[src/rtl/core/wtod_pkg.sv]
// Package for the detuned wavetable oscillator.
// Holds widths, codes, the sequencer state type and the shared multiplier request.
// Used by every file in rtl/core; depends on nothing.
`default_nettype none

package wtod_pkg;

   // Table geometry (power-of-two depth, index wraps by truncation)
   localparam int IDX_W         = 6;
   localparam int TABLE_DEPTH   = 2 ** IDX_W;
   localparam int FRACTION_BITS = 10;

   // Field widths
   localparam int ACT_W   = 2;
   localparam int TIDX_W  = 6;
   localparam int SAMP_W  = 16;
   localparam int MPH_W   = 16;
   localparam int DPH_W   = 17;
   localparam int LOOK_W  = DPH_W + 1;
   localparam int VOL_W   = 8;
   localparam int MODE_W  = 2;
   localparam int CSR_A_W = 2;
   localparam int CSR_D_W = 17;

   // Datapath widths
   localparam int DIFF_W  = SAMP_W + 1;
   localparam int PRE_W   = SAMP_W + 1;
   localparam int AMP_W   = VOL_W + 1;
   localparam int MUL_A_W = 18;
   localparam int MUL_B_W = 17;
   localparam int PROD_W  = MUL_A_W + MUL_B_W;
   localparam int Q1_W    = 16;

   // Divide by 3072 = 1024 * 3: shift by 10, then reciprocal of 3
   localparam int DIV_SHIFT   = 10;
   localparam int RECIP_SHIFT = 17;
   localparam logic [MUL_B_W-1:0] RECIP3 = MUL_B_W'(43691);

   // Register indexes
   localparam logic [CSR_A_W-1:0] CSR_PHASE_INC  = 2'd0;
   localparam logic [CSR_A_W-1:0] CSR_DETUNE_INC = 2'd1;
   localparam logic [CSR_A_W-1:0] CSR_VOLUME     = 2'd2;
   localparam logic [CSR_A_W-1:0] CSR_MODE       = 2'd3;

   // Detune mode that doubles the lookup phase
   localparam logic [MODE_W-1:0] MODE_DOUBLE = 2'd2;

   typedef enum logic [ACT_W-1:0] {
      ACT_WRITE = 2'd0,
      ACT_LOAD  = 2'd1,
      ACT_GEN   = 2'd2
   } action_type;

   typedef enum logic [3:0] {
      ST_IDLE,
      ST_RM0,
      ST_RM1,
      ST_RD0,
      ST_RD1,
      ST_MIXM,
      ST_MULD,
      ST_DSUM,
      ST_MULA,
      ST_ABS,
      ST_MULR,
      ST_OUT
   } state_type;

   typedef struct packed {
      logic                      en;
      logic signed [MUL_A_W-1:0] a;
      logic signed [MUL_B_W-1:0] b;
   } mul_req_type;

endpackage

`default_nettype wire

[src/rtl/core/wtod_mul.sv]
// Shared signed multiplier with a registered product.
// Depends on wtod_pkg for operand widths and the request struct.
`default_nettype none

module wtod_mul (
   input  wire logic                                clock,
   input  wire wtod_pkg::mul_req_type               mul_req,
   output logic signed [wtod_pkg::PROD_W-1:0]       mul_prod
);

   logic signed [wtod_pkg::PROD_W-1:0] prod_ff;

   // Product register, loaded only when a step issues a multiply
   always_ff @(posedge clock) begin
      if (mul_req.en) begin
         prod_ff <= wtod_pkg::PROD_W'(mul_req.a) * wtod_pkg::PROD_W'(mul_req.b);
      end
   end

   assign mul_prod = prod_ff;

endmodule

`default_nettype wire

[src/rtl/core/wavetable_oscillator_detune_top.sv]
// Detuned wavetable oscillator: two phase accumulators reading one
// 64-entry signed table with linear interpolation, mixed and scaled.
// Channels: req_* in (valid/ready), rsp_* out (valid/ready), csr_* writes.
// A write-table or load-phase beat is taken without leaving idle and gives no result.
// A generate beat runs an 11-step sequencer: four table reads through one
// registered read port, then four passes through one shared multiplier
// (main interpolation, detune interpolation, volume scale, divide by 3).
// A new generate is not taken until the sequencer has finished the last
// one and returned to idle, since it steps through one shared multiplier.
// req_ready is high only while the sequencer is idle. A finished sample sits
// in the output register; the block keeps accepting beats meanwhile and only
// holds in its last step if a second sample finishes before the first is taken.
// Reset (synchronous) clears the config registers, both phases, rsp_valid,
// the sequencer and table valid bits; the table reads as zero until written.
// Users must write configuration only while no generate is in flight; not enforced.
`default_nettype none

module wavetable_oscillator_detune_top #(
   parameter int FRACTION_BITS = wtod_pkg::FRACTION_BITS
) (
   input  wire logic                               clock,
   input  wire logic                               reset,
   // request channel
   input  wire logic                               req_valid,
   output logic                                    req_ready,
   input  wire logic [wtod_pkg::ACT_W-1:0]         req_action,
   input  wire logic [wtod_pkg::TIDX_W-1:0]        req_table_index,
   input  wire logic signed [wtod_pkg::SAMP_W-1:0] req_table_value,
   input  wire logic [wtod_pkg::MPH_W-1:0]         req_main_phase_load,
   input  wire logic [wtod_pkg::DPH_W-1:0]         req_detune_phase_load,
   input  wire logic                               req_chunk_start,
   // response channel
   output logic                                    rsp_valid,
   input  wire logic                               rsp_ready,
   output logic signed [wtod_pkg::SAMP_W-1:0]      rsp_sample,
   // configuration writes
   input  wire logic                               csr_wr_en,
   input  wire logic [wtod_pkg::CSR_A_W-1:0]       csr_index,
   input  wire logic [wtod_pkg::CSR_D_W-1:0]       csr_wdata
);

   localparam int SAMP_W  = wtod_pkg::SAMP_W;
   localparam int DIFF_W  = wtod_pkg::DIFF_W;
   localparam int PRE_W   = wtod_pkg::PRE_W;
   localparam int LOOK_W  = wtod_pkg::LOOK_W;
   localparam int IDX_W   = wtod_pkg::IDX_W;
   localparam int MUL_A_W = wtod_pkg::MUL_A_W;
   localparam int MUL_B_W = wtod_pkg::MUL_B_W;
   localparam int PROD_W  = wtod_pkg::PROD_W;
   localparam int Q1_W    = wtod_pkg::Q1_W;
   localparam int AMP_W   = wtod_pkg::AMP_W;
   localparam int RECIP_SHIFT_L = wtod_pkg::RECIP_SHIFT;

   // Sequencer and phase state
   wtod_pkg::state_type state_ff, state_in;
   logic [wtod_pkg::MPH_W-1:0] mp_ff, mp_in;
   logic [wtod_pkg::DPH_W-1:0] dp_ff, dp_in;

   // Configuration registers
   logic [wtod_pkg::MPH_W-1:0]  inc_ff;
   logic [wtod_pkg::DPH_W-1:0]  dinc_ff;
   logic [wtod_pkg::VOL_W-1:0]  vol_ff;
   logic [wtod_pkg::MODE_W-1:0] mode_ff;

   // Wavetable and its valid bits
   logic [SAMP_W-1:0]            tbl_mem [wtod_pkg::TABLE_DEPTH];
   logic [wtod_pkg::TABLE_DEPTH-1:0] tv_ff, tv_in;
   logic                         wr_en;
   logic [IDX_W-1:0]             wr_addr;
   logic [IDX_W-1:0]             rd_addr;
   logic [SAMP_W-1:0]            rd_data_ff;
   logic                         rd_ok_ff;
   logic signed [SAMP_W-1:0]     rd_word;

   // Datapath registers
   logic signed [SAMP_W-1:0] am_ff, am_in;
   logic signed [SAMP_W-1:0] ad_ff, ad_in;
   logic signed [DIFF_W-1:0] diff_ff, diff_in;
   logic signed [SAMP_W-1:0] m_ff, m_in;
   logic signed [PRE_W-1:0]  pre_ff, pre_in;
   logic                     neg_ff, neg_in;
   logic [Q1_W-1:0]          q1_ff, q1_in;

   // Output register
   logic                     rsp_valid_ff, rsp_valid_in;
   logic signed [SAMP_W-1:0] rsp_sample_ff, rsp_sample_in;

   // Shared multiplier
   wtod_pkg::mul_req_type       mul_req;
   logic signed [PROD_W-1:0]    mul_prod;

   // Lookup phases, indexes and fractions
   logic [LOOK_W-1:0]        main_ext, look_ext, main_sh, look_sh;
   logic [IDX_W-1:0]         idx_m, idx_d;
   logic [MUL_B_W-1:0]       frac_m, frac_d;
   logic [AMP_W-1:0]         amp;

   // Interpolation, mix and scale terms
   logic signed [PROD_W-1:0] prod_sh;
   logic signed [DIFF_W-1:0] interp_sum;
   logic signed [PRE_W-1:0]  d_adj;
   logic signed [PRE_W-1:0]  d_half;
   logic signed [PROD_W-1:0] prod_mag;
   logic [SAMP_W-1:0]        quot;
   logic                     req_fire;

   wtod_mul u_mul (
      .clock    (clock),
      .mul_req  (mul_req),
      .mul_prod (mul_prod)
   );

   // Phase-derived lookup terms
   always_comb begin
      main_ext = LOOK_W'(mp_ff);
      look_ext = (mode_ff == wtod_pkg::MODE_DOUBLE) ? {dp_ff, 1'b0} : LOOK_W'(dp_ff);
      main_sh  = main_ext >> FRACTION_BITS;
      look_sh  = look_ext >> FRACTION_BITS;
      idx_m    = main_sh[IDX_W-1:0];
      idx_d    = look_sh[IDX_W-1:0];
      frac_m   = {{(MUL_B_W-FRACTION_BITS){1'b0}}, main_ext[FRACTION_BITS-1:0]};
      frac_d   = {{(MUL_B_W-FRACTION_BITS){1'b0}}, look_ext[FRACTION_BITS-1:0]};
      amp      = AMP_W'(vol_ff) + AMP_W'(vol_ff >> 1);
   end

   // Never-written entries read as zero
   assign rd_word = rd_ok_ff ? rd_data_ff : '0;

   // Arithmetic helpers feeding the step registers
   always_comb begin
      prod_sh    = mul_prod >>> FRACTION_BITS;
      interp_sum = DIFF_W'(state_ff == wtod_pkg::ST_MIXM ? am_ff : ad_ff)
                   + prod_sh[DIFF_W-1:0];
      // halve toward zero: add one before the shift when negative
      d_adj      = PRE_W'(signed'(interp_sum[SAMP_W-1:0]))
                   + PRE_W'({1'b0, interp_sum[SAMP_W-1]});
      d_half     = d_adj >>> 1;
      prod_mag   = mul_prod[PROD_W-1] ? -mul_prod : mul_prod;
      quot       = mul_prod[RECIP_SHIFT_L +: SAMP_W];
   end

   assign req_ready = (state_ff == wtod_pkg::ST_IDLE);
   assign req_fire  = req_valid && req_ready;

   // Sequencer: next state, datapath loads and multiplier requests
   always_comb begin
      state_in      = state_ff;
      mp_in         = mp_ff;
      dp_in         = dp_ff;
      tv_in         = tv_ff;
      wr_en         = 1'b0;
      wr_addr       = req_table_index[IDX_W-1:0];
      rd_addr       = idx_m;
      am_in         = am_ff;
      ad_in         = ad_ff;
      diff_in       = diff_ff;
      m_in          = m_ff;
      pre_in        = pre_ff;
      neg_in        = neg_ff;
      q1_in         = q1_ff;
      rsp_valid_in  = rsp_valid_ff && !rsp_ready;
      rsp_sample_in = rsp_sample_ff;
      mul_req       = '0;

      unique case (state_ff)
         wtod_pkg::ST_IDLE: begin
            if (req_fire) begin
               unique case (req_action)
                  wtod_pkg::ACT_WRITE: begin
                     wr_en          = 1'b1;
                     tv_in[wr_addr] = 1'b1;
                  end
                  wtod_pkg::ACT_LOAD: begin
                     mp_in = req_main_phase_load;
                     dp_in = req_detune_phase_load;
                  end
                  wtod_pkg::ACT_GEN: begin
                     // resync the detune voice at a chunk start when both increments match
                     if (req_chunk_start && (wtod_pkg::DPH_W'(inc_ff) == dinc_ff)) begin
                        dp_in = wtod_pkg::DPH_W'(mp_ff);
                     end
                     state_in = wtod_pkg::ST_RM0;
                  end
                  default: begin
                  end
               endcase
            end
         end
         wtod_pkg::ST_RM0: begin
            rd_addr  = idx_m;
            state_in = wtod_pkg::ST_RM1;
         end
         wtod_pkg::ST_RM1: begin
            rd_addr  = idx_m + IDX_W'(1);
            am_in    = rd_word;
            state_in = wtod_pkg::ST_RD0;
         end
         wtod_pkg::ST_RD0: begin
            rd_addr  = idx_d;
            diff_in  = DIFF_W'(rd_word) - DIFF_W'(am_ff);
            state_in = wtod_pkg::ST_RD1;
         end
         wtod_pkg::ST_RD1: begin
            rd_addr   = idx_d + IDX_W'(1);
            ad_in     = rd_word;
            mul_req.en = 1'b1;
            mul_req.a = MUL_A_W'(diff_ff);
            mul_req.b = frac_m;
            state_in  = wtod_pkg::ST_MIXM;
         end
         wtod_pkg::ST_MIXM: begin
            m_in     = interp_sum[SAMP_W-1:0];
            diff_in  = DIFF_W'(rd_word) - DIFF_W'(ad_ff);
            state_in = wtod_pkg::ST_MULD;
         end
         wtod_pkg::ST_MULD: begin
            mul_req.en = 1'b1;
            mul_req.a  = MUL_A_W'(diff_ff);
            mul_req.b  = frac_d;
            state_in   = wtod_pkg::ST_DSUM;
         end
         wtod_pkg::ST_DSUM: begin
            pre_in   = PRE_W'(m_ff) + d_half;
            state_in = wtod_pkg::ST_MULA;
         end
         wtod_pkg::ST_MULA: begin
            mul_req.en = 1'b1;
            mul_req.a  = MUL_A_W'(pre_ff);
            mul_req.b  = MUL_B_W'(amp);
            state_in   = wtod_pkg::ST_ABS;
         end
         wtod_pkg::ST_ABS: begin
            neg_in   = mul_prod[PROD_W-1];
            q1_in    = prod_mag[wtod_pkg::DIV_SHIFT +: Q1_W];
            state_in = wtod_pkg::ST_MULR;
         end
         wtod_pkg::ST_MULR: begin
            mul_req.en = 1'b1;
            mul_req.a  = MUL_A_W'(q1_ff);
            mul_req.b  = wtod_pkg::RECIP3;
            state_in   = wtod_pkg::ST_OUT;
         end
         wtod_pkg::ST_OUT: begin
            // hold while an earlier sample is still waiting
            if (!rsp_valid_ff || rsp_ready) begin
               rsp_valid_in  = 1'b1;
               rsp_sample_in = neg_ff ? -quot : quot;
               mp_in         = mp_ff + inc_ff;
               dp_in         = dp_ff + dinc_ff;
               state_in      = wtod_pkg::ST_IDLE;
            end
         end
         default: begin
            state_in = wtod_pkg::ST_IDLE;
         end
      endcase
   end

   // Control and phase registers
   always_ff @(posedge clock) begin
      if (reset) begin
         state_ff     <= wtod_pkg::ST_IDLE;
         mp_ff        <= '0;
         dp_ff        <= '0;
         tv_ff        <= '0;
         rsp_valid_ff <= 1'b0;
      end else begin
         state_ff     <= state_in;
         mp_ff        <= mp_in;
         dp_ff        <= dp_in;
         tv_ff        <= tv_in;
         rsp_valid_ff <= rsp_valid_in;
      end
   end

   // Configuration registers
   always_ff @(posedge clock) begin
      if (reset) begin
         inc_ff  <= '0;
         dinc_ff <= '0;
         vol_ff  <= '0;
         mode_ff <= '0;
      end else if (csr_wr_en) begin
         unique case (csr_index)
            wtod_pkg::CSR_PHASE_INC:  inc_ff  <= csr_wdata[wtod_pkg::MPH_W-1:0];
            wtod_pkg::CSR_DETUNE_INC: dinc_ff <= csr_wdata[wtod_pkg::DPH_W-1:0];
            wtod_pkg::CSR_VOLUME:     vol_ff  <= csr_wdata[wtod_pkg::VOL_W-1:0];
            wtod_pkg::CSR_MODE:       mode_ff <= csr_wdata[wtod_pkg::MODE_W-1:0];
         endcase
      end
   end

   // Table memory: one write port, one registered read port
   always_ff @(posedge clock) begin
      if (wr_en) begin
         tbl_mem[wr_addr] <= req_table_value;
      end
      rd_data_ff <= tbl_mem[rd_addr];
      rd_ok_ff   <= tv_ff[rd_addr];
   end

   // Datapath step registers
   always_ff @(posedge clock) begin
      am_ff         <= am_in;
      ad_ff         <= ad_in;
      diff_ff       <= diff_in;
      m_ff          <= m_in;
      pre_ff        <= pre_in;
      neg_ff        <= neg_in;
      q1_ff         <= q1_in;
      rsp_sample_ff <= rsp_sample_in;
   end

   assign rsp_valid  = rsp_valid_ff;
   assign rsp_sample = rsp_sample_ff;

endmodule

`default_nettype wire

[config.mk]
export PLATFORM = sky130hd
export DESIGN_NAME = wavetable_oscillator_detune_top
export DESIGN_NICKNAME = d
export VERILOG_FILES = /design/src/rtl/core/wtod_pkg.sv /design/src/rtl/core/wtod_mul.sv /design/src/rtl/core/wavetable_oscillator_detune_top.sv
export SDC_FILE = /design/constraint.sdc
export NUM_CORES = 2
export LEC_CHECK = 0
export ABC_CLOCK_PERIOD_IN_PS = 11800
export BUFFER_PORTS_ARGS = -buffer_cell sky130_fd_sc_hd__buf_2
export CAP_MARGIN = 20
export CORE_MARGIN = 2
export CORE_UTILIZATION = 45
export CTS_CLUSTER_SIZE = 24
export DETAILED_ROUTE_END_ITERATION = 12
export GPL_TIMING_DRIVEN = 0
export SLEW_MARGIN = 10
export SYNTH_ARGS = -nofsm -noshare
export SYNTH_HDL_FRONTEND = slang
export SYNTH_SLANG_ARGS = --single-unit
[constraint.sdc]
create_clock -name clock -period 11.8 [get_ports clock]
set_input_delay 1.18 -clock clock [delete_from_list [all_inputs] [get_ports clock]]
set_output_delay 1.18 -clock clock [all_outputs]
set_load 0.05 [all_outputs]
==> impl_metrics.toml <==
[cells_and_area]
nFillCells = 12782
final_common_cell = "edfxtp_1"
final_util_pct = 51.6
drive_above_1_share_pct = 12.2
regArea_sq_um = 38400
multi_input_area_sq_um = 25900
layout.nets = 6228
instances_no_fill = 7764
layout_common_cells = "edfxtp_1 (1173), nand2_1 (648), nor2_1 (388)"
syn_to_final_growth_pct = 14.1

[synth]
synth_compound_area_share_pct = 9.08
yosys.area_share.xor_xnor_pct = 2.03
synthCells = 5375
ys_seq_area_share_pct = 57.6
synth.distinct_cells = 81
synth_simple_gate_area_share_pct = 9.41
yosys.area_share.adder_pct = 10.8
synth-seq-cells = 1334
async_flop_share_pct = 0
avgSynthCellArea_sq_um = 12.4
yosys_warnings = 0
netlist_area_sq_um = 66700
synth_top_family_by_area = "adder cells"
synthMuxAreaShare_pct = 7.12
synthFlopType = "edfxtp_1"
synth-edff-count = 1173

[pwr]
switching_share_pct = 24.9
p_seq_share_pct = 47.8
p_comb_share_pct = 9.3
power_per_cell_area_nw_per_um2 = 143
p_sw_mw = 2.70
clkPwrFrac_pct = 42.9
p_leak_nw = 28.4
ir_drop_v = 0.000142
p_int_mw = 8.15
p_total_mw = 10.8

[timing]
hold_viol = 0
fin_hold_ws_ps = 462
fin_crit_sh_pct = 80.2
tightestPinTransition_ps = 1240
slew_violations = 0
max_freq_mhz = 106
slew_headroom_pct = 17.1
tns_ps = 0
rsz0062_at_grt = "false"
setup_viol_count_final = 0
min_period_ps = 9470
fin_skew_ps = 51.0

[die]
core_area_sq_um = 147000
rows = 141
die_area_sq_um = 151000
initial_core_util_pct = 45.2
die_y_um = 389
die_x_um = 389
ioPinCount = 100

[global_routing]
grt_pass1_vias = 43790
antenna_found_initial = 3
grt_overflow = 0
grt_usage_pct = 26.2
grt_first_pass_wirelength_um = 291000
grt_max_degree = 65

[clocking]
cts_sinks = 1334
cts_tree = "built"
holdBufCountCts = 0
cts_resized = 0
htreeDepth = 4
clkSlewWorstSetupHoldPaths_ps = 50
cts_buffers = 147
clk_path_buf_depth = 3
postCtsSetupBuffers = 0
root_buffer = "clkbuf_16"
insertion_delay_ps = 790

[setup_path]
r2r-end = "u_mul.mul_prod[31]"
worst-path-max-fanout = 10
r2r_slack_ps = 2330
crit_path_start_kind = "register"
cp_data_arrival_time_ps = 9960
critical_path_required_ps = 12290
timing.rr.start = "state_ff[0]"
rr_worst_depth = 27
crit_type = "reg -> reg"
end_kind = "register"

[place]
placedCellCount = 7489
gp_congestion = 1.00
io_buffers = 94
hpwl_um = 146000

[detailed_routing]
num_vias = 44236
drt_pre_antenna_iters = 7
drc = 0
ant_nets = 0
wl_um = 199000
avgViaCountPerCell = 5.70
drt_iter0_drc = 4279
wl_per_cell_um = 25.7

[min_path]
hold_class = "reg -> reg"
hold-path-cell-count = 2
min_from = "dinc_ff[16]"
min_to = "dinc_ff[16]"

[status]
status = "finished, final reports clean"

[flow_run]
drv_cap = 0
## stage by stage
step | instance area, sq um | worst slack [ps]
finish | 76100 | 2330
global route | 76100 | 1670
CTS | 76100 | 2250
detailed placement | 71200 | 2310
global placement | 69600 | 1560
floorplan | 66700 | 3930
## power by group through the flow
stage                     Clock (mW)  Sequential [mW]  Combinational, mW
after floorplan                    0             5.27              0.531
after global placement             0             5.28              0.963
after detailed placement           0             5.28              0.985
after CTS                       4.69             5.18              0.990
after global routing            4.89             5.18               1.05
final                           4.66             5.18               1.01
## layout make-up
cell class | instances | share of cell area, %
Sequential cell | 1334 | 50.5
Multi-Input combinational cell | 3401 | 34.0
Clock buffer | 191 | 5.25
Tap cell | 1930 | 3.17
Timing Repair Buffer | 182 | 2.39
Inverter | 385 | 1.90
Buffer | 258 | 1.54
Clock inverter | 81 | 1.22
Antenna cell | 2 | 0.00658
## critical path, cell delays in order (launching register included)
cell       delay [ps]
dfxtp_1           300
buf_6             130
clkbuf_1          220
nand2b_1          240
nor3_2            590
clkbuf_1          610
a22oi_1           180
o21ai_0           450
clkbuf_1          470
nand2_1           150
fa_1              540
fa_1              520
fa_1              520
inv_1              60
fa_1              520
fa_1              500
inv_1              50
fa_1              480
inv_1              40
ha_1              330
and3_1            240
o211a_1           160
o21ai_0           400
a31oi_1           310
a2111oi_0         700
o31ai_1           150
a21oi_1           190
xnor2_1           100
## flip-flops by register name, indices dropped and copies added (netlist names), 17 cells and up
| signal | count |
|---|---|
| diff_ff | 17 |
| tbl_mem | 1024 |
| pre_ff | 17 |
| u_mul.mul_prod | 34 |
| tv_ff | 64 |
| dinc_ff | 17 |
## how the worst max path moves through the flow
| stage | start | to | slack (ps) | cells past startpoint |
|---|---|---|---|---|
| floorplan | vol_ff[1] | u_mul.mul_prod[31] | 3930 | 30 |
| CTS | state_ff[0] | u_mul.mul_prod[31] | 2250 | 27 |
| global placement | state_ff[3] | u_mul.mul_prod[31] | 1560 | 26 |
| finish | state_ff[0] | u_mul.mul_prod[31] | 2330 | 27 |
| global route | state_ff[3] | u_mul.mul_prod[31] | 1670 | 26 |
| detailed placement | state_ff[0] | u_mul.mul_prod[31] | 2310 | 27 |
## metal layers
layer  wire length (um)  vias to the layer above  part of all wire (%)  track usage, %
met2              94300                     1725                    47            42.9
met4               8770                        6                   4.4            11.1
met3              14800                      409                   7.4            4.84
met1              81400                    22102                    41            34.3
li1                   -                    19994                     -               -
met5                 34                        -                 0.017               0
## synth_stat cells, types with 29 or more instances
cell      instances  area, sq um
mux2_2           88          991
a31oi_1          86          538
mux2i_1         374         3740
a21o_1           42          315
dfxtp_1         161         3220
fa_1            231         4620
xor2_1           30          263
o221ai_1         44          385
nand3_1          29          145
xnor2_1         125         1090
nor3_1           45          225
a21oi_1         267         1340
a22oi_1          58          435
ha_1            206         2580
inv_1           384         1440
edfxtp_1       1173        35200
o21ai_0          63          315
a211oi_1        110          826
and2_1          128          801
a311oi_1         49          429
buf_2            80          400
nor2_1          454         1700
clkbuf_1        137          514
nand2_1         648         2430
## kinds of logic (layout without fill, tap and decap cells)
logic type | count (synthesis) | in the layout
adder cells (fa/ha/maj) | 437 | 437
AO/OA/AOI/OAI | 892 | 892
flip-flops | 1334 | 1334
AND/OR/NAND/NOR | 1449 | 1449
other | 2 | 7
multiplexers | 463 | 463
buffers and inverters | 643 | 1097
XOR/XNOR | 155 | 155
(Power assumes the default switching activity.)
